File: config.mk
export PLATFORM = sky130hd
export DESIGN_NAME = mi4inv_ctrl
export DESIGN_NICKNAME = d
export VERILOG_FILES = /design/src/rtl/mi4inv_pkg.sv /design/src/rtl/mi4inv_ctrl.sv
export SDC_FILE = /design/constraint.sdc
export NUM_CORES = 1
export LEC_CHECK = 0
export ABC_AREA = 1
export BUFFER_PORTS_ARGS = -buffer_cell sky130_fd_sc_hd__buf_4
export CAP_MARGIN = 20
export CORE_MARGIN = 5
export CORE_UTILIZATION = 45
export CTS_CLUSTER_SIZE = 14
export DETAILED_ROUTE_END_ITERATION = 8
export MAX_ROUTING_LAYER = met4
export PLACE_DENSITY = 0.71
export RECOVER_POWER = 50
export SLEW_MARGIN = 25
export SYNTH_ARGS = -nofsm -noshare
export SYNTH_HDL_FRONTEND = slang
export SYNTH_SLANG_ARGS = --single-unit
File: constraint.sdc
create_clock -name clk_i -period 5.23 [get_ports clk_i]
set_input_delay 1.569 -clock clk_i [delete_from_list [all_inputs] [get_ports clk_i]]
set_output_delay 1.569 -clock clk_i [all_outputs]
set_load 0.02 [all_outputs]
File: src/rtl/mi4inv_pkg.sv
`timescale 1ns / 1ps
// ----------------------------------------------------------------------------
// mi4inv_pkg: shared definitions of the 4x4 matrix inverse engine
// Default widths, the controller to datapath command word, the operand
// tables of the minors, the determinant and the cofactors.
// ----------------------------------------------------------------------------
package mi4inv_pkg;

  localparam int DATA_WIDTH_DEF = 32;
  localparam int FRAC_BITS_DEF  = 16;

  // Width of one multiplier digit of the shared multiplier.
  localparam int MUL_CHUNK = 16;
  localparam int IDX_W     = 4;

  typedef logic [IDX_W-1:0] idx_t;

  // Phase of the computation.
  typedef enum logic [1:0] {
    MODE_MINOR,
    MODE_DET,
    MODE_COF,
    MODE_IDENT
  } mode_e;

  // Commands from the controller to the datapath.
  typedef struct packed {
    logic ld_we;
    idx_t ld_addr;
    idx_t rd_addr;
    logic cap_a;
    logic a_from_m;
    logic mul_init;
    logic b_from_m;
    logic mul_step;
    logic acc_en;
    logic acc_first;
    logic acc_sub;
    logic m_we;
    idx_t m_waddr;
    logic det_load;
    logic div_init;
    logic cof_neg;
    logic div_step;
    logic out_load;
    logic out_ident;
    idx_t out_index;
    logic out_sing;
    logic out_last;
  } cmd_t;

  // Operand addresses of one product term.
  typedef struct packed {
    idx_t addr_a;
    idx_t addr_b;
    logic sub;
    logic last;
  } term_t;

  // Minor k = a[p] * a[q] - a[r] * a[s].
  localparam int MINOR_TAB [12][4] = '{
    '{0, 5, 1, 4}, '{0, 6, 2, 4}, '{0, 7, 3, 4}, '{1, 6, 2, 5},
    '{1, 7, 3, 5}, '{2, 7, 3, 6}, '{8, 13, 9, 12}, '{8, 14, 10, 12},
    '{8, 15, 11, 12}, '{9, 14, 10, 13}, '{9, 15, 11, 13}, '{10, 15, 11, 14}
  };

  // Determinant terms: minor pairs and whether the term is subtracted.
  localparam int DET_TAB [6][3] = '{
    '{0, 11, 0}, '{1, 10, 1}, '{2, 9, 0}, '{3, 8, 0}, '{4, 7, 1}, '{5, 6, 0}
  };

  // Cofactor k = a[e0]*m[n0] - a[e1]*m[n1] + a[e2]*m[n2], sign by position.
  localparam int COF_TAB [16][6] = '{
    '{5, 11, 6, 10, 7, 9},  '{1, 11, 2, 10, 3, 9},
    '{13, 5, 14, 4, 15, 3}, '{9, 5, 10, 4, 11, 3},
    '{4, 11, 6, 8, 7, 7},   '{0, 11, 2, 8, 3, 7},
    '{12, 5, 14, 2, 15, 1}, '{8, 5, 10, 2, 11, 1},
    '{4, 10, 5, 8, 7, 6},   '{0, 10, 1, 8, 3, 6},
    '{12, 4, 13, 2, 15, 0}, '{8, 4, 9, 2, 11, 0},
    '{4, 9, 5, 7, 6, 6},    '{0, 9, 1, 7, 2, 6},
    '{12, 3, 13, 1, 14, 0}, '{8, 3, 9, 1, 10, 0}
  };

  // Number of multiplier digits for operands of twice the element width.
  function automatic int mul_chunks(int w);
    return (2 * w + MUL_CHUNK - 1) / MUL_CHUNK;
  endfunction

  // Operand addresses of one term of the current phase.
  function automatic term_t term_sel(mode_e mode, idx_t idx, logic [2:0] term);
    term_t t;
    int k;
    int j;
    k = int'(idx);
    j = int'(term);
    t = '0;
    case (mode)
      MODE_MINOR: begin
        if (k < 12 && j < 2) begin
          t.addr_a = idx_t'(MINOR_TAB[k][2*j]);
          t.addr_b = idx_t'(MINOR_TAB[k][2*j+1]);
        end
        t.sub  = (j == 1);
        t.last = (j >= 1);
      end
      MODE_DET: begin
        if (j < 6) begin
          t.addr_a = idx_t'(DET_TAB[j][0]);
          t.addr_b = idx_t'(DET_TAB[j][1]);
          t.sub    = DET_TAB[j][2] != 0;
        end
        t.last = (j >= 5);
      end
      MODE_COF: begin
        if (j < 3) begin
          t.addr_a = idx_t'(COF_TAB[k][2*j]);
          t.addr_b = idx_t'(COF_TAB[k][2*j+1]);
        end
        t.sub  = (j == 1);
        t.last = (j >= 2);
      end
      default: t = '0;
    endcase
    return t;
  endfunction

endpackage

File: src/rtl/mi4inv_ctrl.sv
`timescale 1ns / 1ps
// ----------------------------------------------------------------------------
// mi4inv_ctrl: controller of the 4x4 matrix inverse engine
// Sequences loading, the minor, determinant and cofactor products, the
// divisions and the hand-off of each result word.
// ----------------------------------------------------------------------------
module mi4inv_ctrl import mi4inv_pkg::*; #(
  parameter int DATA_WIDTH = DATA_WIDTH_DEF
) (
  input  logic clk_i,
  input  logic rst_ni,
  input  logic in_valid_i,
  output logic in_ready_o,
  output logic out_valid_o,
  input  logic out_ready_i,
  input  logic det_zero_i,
  output cmd_t cmd_o
);

  localparam int NCH = mul_chunks(DATA_WIDTH);
  localparam int CW  = $clog2(DATA_WIDTH + 1);

  typedef enum logic [9:0] {
    S_LOAD  = 10'b00_0000_0001,
    S_RDA   = 10'b00_0000_0010,
    S_RDB   = 10'b00_0000_0100,
    S_LDB   = 10'b00_0000_1000,
    S_MUL   = 10'b00_0001_0000,
    S_ACC   = 10'b00_0010_0000,
    S_STORE = 10'b00_0100_0000,
    S_CHK   = 10'b00_1000_0000,
    S_DIV   = 10'b01_0000_0000,
    S_OUT   = 10'b10_0000_0000
  } state_e;

  state_e        state_q, state_d;
  mode_e         mode_q, mode_d;
  idx_t          idx_q, idx_d;
  idx_t          load_q, load_d;
  logic [2:0]    term_q, term_d;
  logic [CW-1:0] cyc_q, cyc_d;
  logic          out_valid_q, out_valid_d;
  term_t         term;

  assign term = term_sel(mode_q, idx_q, term_q);

  // Next state and commands.
  always_comb begin
    state_d = state_q;
    mode_d  = mode_q;
    idx_d   = idx_q;
    load_d  = load_q;
    term_d  = term_q;
    cyc_d   = cyc_q;
    cmd_o   = '0;
    case (state_q)
      S_LOAD: begin
        if (in_valid_i) begin
          cmd_o.ld_we   = 1'b1;
          cmd_o.ld_addr = load_q;
          load_d        = load_q + idx_t'(1);
          if (load_q == idx_t'(15)) begin
            state_d = S_RDA;
            mode_d  = MODE_MINOR;
            idx_d   = '0;
            term_d  = '0;
          end
        end
      end
      S_RDA: begin
        cmd_o.rd_addr = term.addr_a;
        state_d       = S_RDB;
      end
      S_RDB: begin
        cmd_o.cap_a    = 1'b1;
        cmd_o.a_from_m = (mode_q == MODE_DET);
        cmd_o.rd_addr  = term.addr_b;
        state_d        = S_LDB;
      end
      S_LDB: begin
        cmd_o.mul_init = 1'b1;
        cmd_o.b_from_m = (mode_q != MODE_MINOR);
        cyc_d          = '0;
        state_d        = S_MUL;
      end
      S_MUL: begin
        cmd_o.mul_step = 1'b1;
        cyc_d          = cyc_q + CW'(1);
        if (cyc_q == CW'(NCH - 1)) begin
          state_d = S_ACC;
        end
      end
      S_ACC: begin
        cmd_o.acc_en    = 1'b1;
        cmd_o.acc_first = (term_q == 3'd0);
        cmd_o.acc_sub   = term.sub;
        if (term.last) begin
          term_d  = '0;
          state_d = S_STORE;
        end else begin
          term_d  = term_q + 3'd1;
          state_d = S_RDA;
        end
      end
      S_STORE: begin
        case (mode_q)
          MODE_MINOR: begin
            cmd_o.m_we    = 1'b1;
            cmd_o.m_waddr = idx_q;
            state_d       = S_RDA;
            if (idx_q == idx_t'(11)) begin
              mode_d = MODE_DET;
              idx_d  = '0;
            end else begin
              idx_d = idx_q + idx_t'(1);
            end
          end
          MODE_DET: begin
            cmd_o.det_load = 1'b1;
            state_d        = S_CHK;
          end
          MODE_COF: begin
            cmd_o.div_init = 1'b1;
            cmd_o.cof_neg  = idx_q[2] ^ idx_q[0];
            cyc_d          = '0;
            state_d        = S_DIV;
          end
          default: state_d = S_LOAD;
        endcase
      end
      S_CHK: begin
        idx_d = '0;
        if (det_zero_i) begin
          mode_d  = MODE_IDENT;
          state_d = S_OUT;
        end else begin
          mode_d  = MODE_COF;
          state_d = S_RDA;
        end
      end
      S_DIV: begin
        cmd_o.div_step = 1'b1;
        cyc_d          = cyc_q + CW'(1);
        if (cyc_q == CW'(DATA_WIDTH - 1)) begin
          state_d = S_OUT;
        end
      end
      S_OUT: begin
        if (!out_valid_q || out_ready_i) begin
          cmd_o.out_load  = 1'b1;
          cmd_o.out_ident = (mode_q == MODE_IDENT);
          cmd_o.out_index = idx_q;
          cmd_o.out_sing  = (mode_q == MODE_IDENT);
          cmd_o.out_last  = (idx_q == idx_t'(15));
          if (idx_q == idx_t'(15)) begin
            state_d = S_LOAD;
          end else begin
            idx_d   = idx_q + idx_t'(1);
            state_d = (mode_q == MODE_IDENT) ? S_OUT : S_RDA;
          end
        end
      end
      default: state_d = S_LOAD;
    endcase
  end

  // Result word valid flag.
  always_comb begin
    if (cmd_o.out_load) begin
      out_valid_d = 1'b1;
    end else if (out_ready_i) begin
      out_valid_d = 1'b0;
    end else begin
      out_valid_d = out_valid_q;
    end
  end

  always_ff @(posedge clk_i or negedge rst_ni) begin
    if (!rst_ni) begin
      state_q     <= S_LOAD;
      mode_q      <= MODE_MINOR;
      idx_q       <= '0;
      load_q      <= '0;
      term_q      <= '0;
      cyc_q       <= '0;
      out_valid_q <= 1'b0;
    end else begin
      state_q     <= state_d;
      mode_q      <= mode_d;
      idx_q       <= idx_d;
      load_q      <= load_d;
      term_q      <= term_d;
      cyc_q       <= cyc_d;
      out_valid_q <= out_valid_d;
    end
  end

  assign in_ready_o  = (state_q == S_LOAD);
  assign out_valid_o = out_valid_q;

`ifndef SYNTHESIS
  // A new result word never overwrites one that is still waiting.
  a_no_overwrite: assert property (@(posedge clk_i) disable iff (!rst_ni)
    cmd_o.out_load |-> (!out_valid_q || out_ready_i))
    else $error("result word overwritten while stalled");

  // After the last word of a matrix the block loads again.
  a_last_reload: assert property (@(posedge clk_i) disable iff (!rst_ni)
    (cmd_o.out_load && cmd_o.out_last) |=> (state_q == S_LOAD))
    else $error("no return to loading after last word");

  // Divisions start only in the cofactor phase.
  a_div_mode: assert property (@(posedge clk_i) disable iff (!rst_ni)
    cmd_o.div_init |-> (mode_q == MODE_COF))
    else $error("division started outside cofactor phase");
`endif

endmodule

==> After elaboration in Yosys (flattened, before gate mapping) <==
Memories as Yosys holds them, arrays and structs flattened.
Index checks and enable logic that the tools add are counted.
W data, S select, Z words.
{ "word_totals": {"ff_bits": 30, "rom_bits": 5888, "in_bits": 5, "output_inout_bits": 36, "wordCells": 148, "mem_count": 3} }
{ "mem_list": {"columns": ["memory", "words", "width", "read_ports", "rd_ports_with_merged_regs", "write_ports", "line", "text"], "rows": [
  ["(name not given)", 16, 192, 1, 0, 0, "mi4inv_pkg.sv:117", "t.addr_b = idx_t'(COF_TAB[k][2*j+1]);"],
  ["(name not given)", 16, 128, 1, 0, 0, "mi4inv_pkg.sv:101", "t.addr_b = idx_t'(MINOR_TAB[k][2*j+1]);"],
  ["(name not given)", 8, 96, 1, 0, 0, "mi4inv_pkg.sv:110", "t.sub = DET_TAB[j][2] != 0;"]
]} }
{ "classes": {"addsub": 5, "magnitude_cmp": 13, "eq_ne": 28, "muxes": 68, "bitwise_logic": 5, "n_reduce_logical": 19} }
{ "op_table": {"columns": ["cell", "n"], "rows": [
  ["$mux W192", 2],
  ["$mux W128", 2],
  ["$bmux W32 S3", 2],
  ["$mux W68", 2],
  ["$bmux W32 S2", 2],
  ["$pmux W10 S10", 1],
  ["$ge A32 B4 Y1 const B", 3],
  ["$mux W10", 8],
  ["$ge A32 B3 Y1 const B", 2],
  ["$not A4 Y32", 2],
  ["$mux W4", 14],
  ["$mux W8", 5],
  ["$ge A32 B5 Y1 const B", 1],
  ["$not A3 Y32", 1],
  ["$not A5 Y32", 1],
  ["$reduce_bool A32 Y1", 1],
  ["$pmux W10 S3", 1],
  ["$pmux W9 S3", 1],
  ["$pmux W6 S3", 1],
  ["$pmux W4 S4", 1],
  ["$mux W5", 3],
  ["$mux W2", 7],
  ["$eq A4 B4 Y1 const B", 3],
  ["$mux W3", 4],
  ["other kinds (48)", 68]
]} }

==> Depth between registers and ports, before layout <==
Gate-level depths: netlist (run 1).
{ "logic_depth": {"depth_word": 11, "depth_mapped": 11} }

==> Worst setup path before layout (run 1) <==
Ideal clock, no wire load.
{ "synth_timing": {"path_type": "input-to-output", "start": "input port out_ready_i", "end": "output port cmd_o[6] (netlist name)", "arrival_time_ps": 2377, "setup_slack_ps": 1284, "path_stages": 5, "path_buffers": 1, "path_cell_list": "nor2_1 -> nor2_1 -> inv_1 -> nor2_1 -> buf_4"} }
{ "synth_lines": {"columns": ["item", "line", "text"], "rows": [
  ["start: declaration", "mi4inv_ctrl.sv:15", "input logic out_ready_i,"],
  ["end: declaration", "mi4inv_ctrl.sv:17", "output cmd_t cmd_o"]
]} }

==> results of run 1 <==
-- state kept, by name (all words and copies together) (netlist names) --
register,flops
cyc_q,6
idx_q,4
load_q,4
mode_q,2
out_valid_o,1
state_q,10
term_q,3
-- logic make-up (layout without fill, tap and decap cells) --
group / after synthesis / in the layout
XOR/XNOR: 8 / 8
flip-flops: 30 / 30
adder cells (fa/ha/maj): 18 / 18
AO/OA/AOI/OAI: 44 / 44
AND/OR/NAND/NOR: 266 / 266
buffers and inverters: 80 / 119
-- path summary, 6_finish.rpt --
| kind | startpoint | to | cells after the start |
|---|---|---|---|
| min | load_q[0]$_DFFE_PN0P_ | load_q[0]$_DFFE_PN0P_ | 1 |
| max reg2reg | term_q[1]$_DFFE_PN0P_ | state_q[1]$_DFFE_PN0P_ | 9 |
| min reg2reg | load_q[0]$_DFFE_PN0P_ | load_q[0]$_DFFE_PN0P_ | 1 |
| max | in_valid_i | cmd_o[31] | 6 |
| max in group asynchronous | rst_ni | mode_q[0]$_DFFE_PN0P_ | 1 |
| min in group asynchronous | rst_ni | cyc_q[1]$_DFFE_PN0P_ | 1 |
-- placed cells by master (no fill, tap or decap), types with 6 or more instances in the layout --
cell type,synthesis,final
dfrtp_1,29,29
a21oi_1,11,11
nand3_1,38,39
nand2_1,111,111
xor2_1,8,8
nor2_2,9,8
nand4_1,12,12
ha_1,18,18
buf_4,3,37
o21ai_0,16,18
nor3_1,6,6
inv_1,63,63
nor2_1,64,68
-- power by group --
part / internal [uW] / switching (uW)
Sequential: 283 / 60.2
Combinational: 225 / 460
Clock: 140 / 91.3
-- routing by layer --
| metal | track usage | share of wire |
|---|---|---|
| met2 | 0.282 | 0.45 |
| met4 | 0.0447 | 0.012 |
| met3 | 0.0359 | 0.065 |
| met5 | - | 0 |
| met1 | 0.261 | 0.48 |
-- layout make-up --
cell class | instances | area, sq um
fillers | 647 | 2980
well taps | 77 | 96.3
inverters | 71 | 267
repair buffers | 40 | 293
clock inverters | 3 | 40.0
multi-input cells | 336 | 1790
clock buffers | 5 | 68.8
flip-flops and latches | 30 | 752
-- cell usage after synthesis (4+ instances only) --
cell / count / area, sq um
a21oi_1: 11 / 55.1
buf_2: 4 / 20.0
dfrtp_1: 29 / 726
ha_1: 18 / 225
inv_1: 63 / 236
inv_2: 5 / 18.8
nand2_1: 111 / 417
nand2_2: 5 / 31.3
nand2_4: 4 / 45.0
nand3_1: 38 / 190
nand4_1: 12 / 75.1
nor2_1: 64 / 240
nor2_2: 9 / 56.3
nor2_4: 8 / 90.1
nor3_1: 6 / 30.0
o21ai_0: 16 / 80.1
o21ai_1: 4 / 20.0
xor2_1: 8 / 70.1
-- per-stage QoR --
| stage | instance area (sq um) | instances | power, uW | hold slack, ps |
|---|---|---|---|---|
| 4_1_cts | 3340 | 562 | 1280 | 533 |
| 3_5_place_dp | 3230 | 554 | 1040 | 521 |
| 5_1_grt | 3300 | 562 | 1370 | 548 |
| 2_1_floorplan | 2880 | 446 | 871 | 488 |
| 3_3_place_gp | 3230 | 554 | 1030 | 523 |
| 6_report | 3300 | 562 | 1260 | 529 |
-- worst max-delay path, stage by stage --
cell and delay (ps):
clkbuf_1 120, inv_1 70, nor2_1 320, inv_1 130
nor2_1 110, buf_4 140
==> results.md, run 1 <==
* Number of global-route vias before repair at 2723
* Via count at 2946
* Initial antenna violation count at 0
* Synth Area in XOR/XNOR at 0.0243
* Die height at 90.1 microns
* Vias per cell at 5.24
* CP max FO at 6
* Share of the core filled with cells at 0.526
* Overall die width at 90.1 microns
* Synthesis Warnings at 0
* Cell variety after synth at 35
* Port bufs at 40
* Seq cells post-synth at 30
* # DRC at 0
* Syn nets at 469
* Final ANT Viol Nets at 0
* Run status: complete, but fails checks
* Max-slew violation count at 31
* Least-Margin Pin Slew at 1640 ps
* Worst setup path class: in -> out
* Top_reg_cell synth: dfrtp_1
* H-tree depth at 2
* Pre-CTS setup slack at 1320 ps
* Unrepaired setup endpoints after global routing: false
* Core box area at 6280 sq um
* Setup violations, final at 0
* Max Clock Skew at 9.20 ps
* Synth Area in Compound Gates at 0.0863
* Fmax at 248 MHz
* Rel. slew slack at -0.0947
* Total routed wirelength at 7.48 mm
* CTS buffer count at 5
* Flop2flop setup slack at 3000 ps
* Post-CTS resize count at 0
* LEAKAGE at 0.00180 uW
* Clk_lat worst skew at 280 ps
* Ant. Diodes at 0
* Max VDD drop at 0.197 mV
* CTS sink count at 30
* Wire per inst at 13.3 microns
* CTS tree: yes
* Hold_buf cts at 0
* Crit path capture type: output port
* First-pass GRT wire length at 12.7 mm
* Clock transition at path regs at 60 ps
* Synthesized area at 2880 sq um
* Required time worst endpoint at 3660 ps
* Setup ws final at 1200 ps
* Startpoint types: input pin
* Nets at 507
* GRT Overall Usage at 0.188
* # IOs at 41
* Remaining global-route overflow at 0
* Simple-Gate Fraction of Synth Area at 0.441
* Setup bufs post-CTS at 0
* Die area at 8110 sq um
* Final-report hold violation count at 0
* Multiplexer area fraction after synthesis at 0
* Pre-antenna DRT Iters at 6
* Site row count at 29
* Setup TNS at 0 ps
* Detailed placement HPWL at 5.77 mm
* Largest net degree at the start of global routing at 31
* Area grow syn2layout at 14.5%
* Max-Cap Viols at 1
* Initial Util at 0.459
* Largest family of logic cells by synthesized area: simple AND/OR/NAND/NOR gates
* Post-synth EDFFs at 0
* Failing checks: max-capacitance violations, max-slew violations
* Total power density per cell area at 382 nW/um^2
* Final period util at 0.770
* GPL Wtd Cong at 0.922
* Seq/Total Area, Yosys at 0.261
* Post-synthesis cell count at 446
* Share of layout cells above drive strength 1 at 0.169
* Hold Path Class: reg -> reg
* Root Driver: clkbuf_8
* Post-layout min period at 4030 ps
* Iter 0 DRT Violations at 357
* Post-synth ARST share at 1.00
* Clock Path Buffers at 2
* Post-synthesis adder-cell area fraction at 0.0781
* Arr. time, crit path at 2460 ps
* Syn avg cell area at 6.47 sq um
Note: power is estimated with default switching activity, not from simulation.
==> inputs of run 2 (changes only) <==
==> constraint.sdc (replaced) <==
create_clock -name clk_i -period 4.18 [get_ports clk_i]
set_input_delay 1.254 -clock clk_i [delete_from_list [all_inputs] [get_ports clk_i]]
set_output_delay 1.254 -clock clk_i [all_outputs]
set_load 0.02 [all_outputs]
==> run 2 against run 1 <==
The flow still finishes with violations (max-capacitance violations, max-slew violations). Die area stayed put. Non-clock buffer count unchanged. Sequential power grew 26%. Sequential share of layout area rose by 0.14 points. Design area shrank 0.61%. Total power rose by 20%. Routed wire length is 1.6% higher. Critical path type is now reg -> out. Highest routed layer unchanged.
==> results.md, run 2 (synthesis gave the netlist of run 1 again) <==
* Reg2Reg Depth at 10
* Overall die width at 90.1 microns
* P_sw at 754 uW
* Crit path capture type: output port
* Final-report hold violation count at 0
* Port bufs at 40
* CP max FO at 12
* Clock transition at path regs at 60 ps
* LEAKAGE at 0.00179 uW
* Worst hold path depth at 2
* Arr. time, crit path at 2380 ps
* Root Driver: clkbuf_8
* Unrepaired setup endpoints after global routing: false
* Setup violations, final at 0
* Run status: complete, but fails checks
* Max FFs per register at 10
* Total power density per cell area at 462 nW/um^2
* Final ANT Viol Nets at 0
* Post-layout min period at 3630 ps
* Via count at 2963
* Iter 0 DRT Violations at 314
* Part of the power in combinational logic at 0.558
* Failing checks: max-capacitance violations, max-slew violations
* Initial Util at 0.459
* Vias per cell at 5.27
* Initial antenna violation count at 0
* Area grow syn2layout at 13.8%
* Int Pwr at 763 uW
* Rel. slew slack at -0.106
* Placed cell areas at 3230 sq um
* Share of total power in the clock network at 0.158
* Share of layout cells above drive strength 1 at 0.163
* Wire per inst at 13.5 microns
* Cell area after layout at 3280 sq um
* Pre-antenna DRT Iters at 6
* Hold_buf cts at 0
* Crit-path cells: clkinv_1 > ha_1 > nand2_1 > inv_1 > o21ai_0 > nand3_1 > nand3_1 > o211ai_1 > nand2_1 > nand2_1 > buf_4
* Commonest non-fill, non-tap cells in the layout: nand2_1, nor2_1, inv_1, nand3_1, buf_4
* # IOs at 41
* H-tree depth at 2
* Clock Path Buffers at 2
* Ant. Diodes at 0
* Hold Path Class: reg -> reg
* Fmax at 276 MHz
* Top reg by flops: state_q
* Max Clock Skew at 3.92 ps
* CTS buffer count at 5
* Required time worst endpoint at 2930 ps
* GPL Wtd Cong at 0.937
* Remaining global-route overflow at 0
* Site row count at 29
* Commonest non-fill, non-tap cell in the layout: nand2_1
* Detailed placement HPWL at 5.86 mm
* Least-Margin Pin Slew at 1660 ps
* Max-Cap Viols at 1
* Post-CTS resize count at 0
* Die height at 90.1 microns
* Max-slew violation count at 31
* CTS sink count at 30
* Seq pwr share at 0.284
* Setup TNS at 0 ps
* CTS tree: yes
* Setup bufs post-CTS at 0
* Startpoint types: register
* Largest net degree at the start of global routing at 31
* Final period util at 0.868
* Worst setup path class: reg -> out
* Total routed wirelength at 7.59 mm
* # DRC at 0
* Max VDD drop at 0.300 mV
* CP max-delay cell: dfrtp_1
* WHS at 543 ps
* Die area at 8110 sq um
* Clk_lat worst skew at 280 ps
* GRT Overall Usage at 0.195
* Dpl cells at 554
* Regs by FF count: state_q: 10 flops, cyc_q: 6 flops
* Non-Filler Instances at 562
* Max incr delay on CP at 560 ps
* Number of global-route vias before repair at 2858
* Core box area at 6280 sq um
* Sw Share at 0.497
* First-pass GRT wire length at 13.2 mm
* Nets at 507
* Most frequent CP cell: nand2_1
-- run 2: worst paths after layout --
path / from / end / slack [ps]
setup / recovery: idx_q[2]$_DFFE_PN0P_ / cmd_o[26] / 550
hold / removal: load_q[1]$_DFFE_PN0P_ / load_q[1]$_DFFE_PN0P_ / 540
setup reg to reg: state_q[9]$_DFFE_PN0P_ / mode_q[0]$_DFFE_PN0P_ / 1940
hold reg to reg: load_q[1]$_DFFE_PN0P_ / load_q[1]$_DFFE_PN0P_ / 540
max in group asynchronous: rst_ni / state_q[2]$_DFFE_PN0P_ / 1820
min in group asynchronous: rst_ni / cyc_q[1]$_DFFE_PN0P_ / 1390
-- run 2: final cells by class --
type	instances	area (sq um)
flip-flops and latches	30	752
fillers	631	3000
multi-input cells	336	1780
clock buffers	8	90.1
well taps	77	96.3
inverters	71	267
repair buffers	40	297
-- run 2: worst max-delay path, delay by kind of cell (launching register included) --
kind            cells  cell delay, ps
flops               1             560
buf+inv             3             540
fa+ha+maj           1             380
simple gates        5             380
compound gates      2             230
-- run 2: per-layer routing --
| metal | vias to the layer above | part of all wire | GRT usage |
|---|---|---|---|
| met5 | - | 0 | - |
| met4 | 0 | 0.024 | 0.0658 |
| met3 | 21 | 0.057 | 0.0301 |
| met2 | 105 | 0.45 | 0.302 |
| met1 | 1357 | 0.47 | 0.260 |
| li1 | 1480 | - | - |
-- run 2: power groups by stage --
stage	registers (uW)	clock network (uW)	logic, uW
3_3_place_gp	429	0	852
3_5_place_dp	434	0	870
4_1_cts	430	249	876
2_1_floorplan	406	0	684
6_report	431	240	846
5_1_grt	439	264	950
-- run 2: per-stage QoR --
stage | power, uW | util | worst slack, ps
2_1_floorplan | 1090 | - | 864
3_3_place_gp | 1280 | 0.515 | 924
3_5_place_dp | 1300 | 0.515 | 829
4_1_cts | 1550 | 0.529 | 591
5_1_grt | 1650 | 0.523 | 212
6_report | 1520 | 0.523 | 551
==> inputs of run 3 (changes only) <==
--- a/config.mk
+++ b/config.mk
@@ -8,6 +8,7 @@
 export ABC_AREA = 1
 export BUFFER_PORTS_ARGS = -buffer_cell sky130_fd_sc_hd__buf_4
 export CAP_MARGIN = 20
+export CORE_ASPECT_RATIO = 1.25
 export CORE_MARGIN = 5
 export CORE_UTILIZATION = 45
 export CTS_CLUSTER_SIZE = 14
==> run 3 against run 2 <==
The flow still finishes with violations (max-capacitance violations, max-slew violations). First-iteration DRC count down 60%. Hold slack worse by 18 ps. Sequential cell count stayed put. Critical path depth down 3. Critical endpoint is now cmd_o[31].
==> results.md, run 3 (synthesis gave the netlist of run 1 again) <==
* Run status: complete, but fails checks
* Failing checks: max-capacitance violations, max-slew violations
* Number of global-route vias before repair at 2794
* First-pass GRT wire length at 13.0 mm
* LEAKAGE at 0.00179 uW
* Initial Util at 0.465
* CTS sink count at 30
* Post-layout min period at 3720 ps
* Arr. time, crit path at 2460 ps
* Clock Path Buffers at 2
* Hold Path Class: reg -> reg
* Crit path capture type: output port
* Core box area at 6210 sq um
* Initial antenna violation count at 0
* # DRC at 0
* Worst R2R Start: state_q[7]$_DFFE_PN0P_
* Commonest non-fill, non-tap cells in the layout: nand2_1, nor2_1, inv_1, nand3_1, buf_4
* GPL Wtd Cong at 0.948
* Clk_lat worst skew at 290 ps
* CP max FO at 9
* Root Driver: clkbuf_8
* Commonest non-fill, non-tap cell in the layout: nand2_1
* Via count at 2931
* Fmax at 269 MHz
* Nets at 507
* Worst hold path depth at 1
* Pre-antenna DRT Iters at 4
* Setup violations, final at 0
* Reg2Reg Depth at 7
* Startpoint types: register
* Unrepaired setup endpoints after global routing: false
* Hold wc startpoint: load_q[0]$_DFFE_PN0P_
* H-tree depth at 2
* Final period util at 0.889
* Max FFs per register at 10
* Die area at 8120 sq um
* Total power density per cell area at 464 nW/um^2
* Ant. Diodes at 0
* Detailed placement HPWL at 5.99 mm
* Max-slew violation count at 31
* Max Clock Skew at 8.32 ps
* Final ANT Viol Nets at 0
* Die height at 99.5 microns
* Post-CTS resize count at 0
* Hold_buf cts at 0
* Port bufs at 40
* Setup bufs post-CTS at 0
* Final-report hold violation count at 0
* Top reg by flops: state_q
* Largest net degree at the start of global routing at 31
* Regs by FF count: state_q: 10 flops, cyc_q: 6 flops
* Clock transition at path regs at 70 ps
* Setup TNS at 0 ps
* # IOs at 41
* Total routed wirelength at 7.57 mm
* GRT Overall Usage at 0.207
* Least-Margin Pin Slew at 1650 ps
* Required time worst endpoint at 2930 ps
* Flop2flop setup slack at 1960 ps
* Overall die width at 81.6 microns
* Worst min-delay path endpoint: load_q[0]$_DFFE_PN0P_
* Remaining global-route overflow at 0
* Area grow syn2layout at 14.2%
* Power Total at 1530 uW
* Rel. slew slack at -0.100
* Iter 0 DRT Violations at 127
* CTS buffer count at 5
* Max VDD drop at 0.366 mV
* Vias per cell at 5.14
* Wire per inst at 13.3 microns
* Site row count at 32
* Max-Cap Viols at 1
* FF-to-FF End: load_q[3]$_DFFE_PN0P_
* CTS tree: yes
* Share of layout cells above drive strength 1 at 0.167
* Worst setup path class: reg -> out
## run 3: cell types whose count changed in the layout (fill, tap and decap cells not counted)
cell | before | now
inv_2 | 4 | 5
clkinvlp_4 | 0 | 1
clkinv_2 | 0 | 1
inv_1 | 64 | 63
clkbuf_1 | 3 | 1
nor2_2 | 7 | 6
nor2_1 | 69 | 70
## run 3: per-layer routing
| layer | vias up | part of all wire | global-route usage |
|---|---|---|---|
| li1 | 1477 | - | - |
| met5 | - | 0 | - |
| met3 | 20 | 0.038 | 0.0362 |
| met2 | 69 | 0.52 | 0.345 |
| met1 | 1365 | 0.42 | 0.245 |
| met4 | 0 | 0.022 | 0.0806 |
## run 3: power breakdown
part / total, uW / internal (uW) / leakage (uW) / switching, uW
clock network: 247 / 132 / 0.0000472 / 115
registers: 429 / 354 / 0.000398 / 74.7
logic: 854 / 277 / 0.00135 / 577
## run 3: worst max path at each step
stage	cells after the start	slack, ps	to	start
floorplan	5	860	cmd_o[6]	out_ready_i
global placement	6	930	cmd_o[1]	out_ready_i
detailed placement	11	870	cmd_o[26]	idx_q[2]$_DFFE_PN0P_
CTS	11	550	cmd_o[26]	idx_q[2]$_DFFE_PN0P_
global route	8	200	cmd_o[31]	state_q[7]$_DFFE_PN0P_
finish	8	460	cmd_o[31]	state_q[7]$_DFFE_PN0P_
## run 3: per-stage QoR
step / area (sq um) / setup WS [ps] / hold WS, ps / util / cells
after floorplan: 2880 / 864 / 488 / - / 446
after global placement: 3240 / 927 / 515 / 0.522 / 562
after detailed placement: 3240 / 873 / 520 / 0.522 / 562
after CTS: 3340 / 546 / 531 / 0.538 / 570
after global routing: 3290 / 200 / 549 / 0.531 / 570
final: 3290 / 462 / 525 / 0.531 / 570
## run 3: area by class of cell
class | count | area (sq um)
fill | 654 | 2910
multi-input combinational | 336 | 1780
sequential | 30 | 752
timing repair buffer | 40 | 297
inverter | 71 | 267
tap | 85 | 106
clock buffer | 6 | 82.6
clock inverter | 2 | 12.5
## run 3: worst max-delay path, cell delays in order (launching register included)
cell     delay, ps
dfrtp_1        440
nor2_1         250
nand2_1        270
nor2_1         310
nand2_4        140
nor2_1         350
inv_1          130
nor2_1         130
buf_4          160
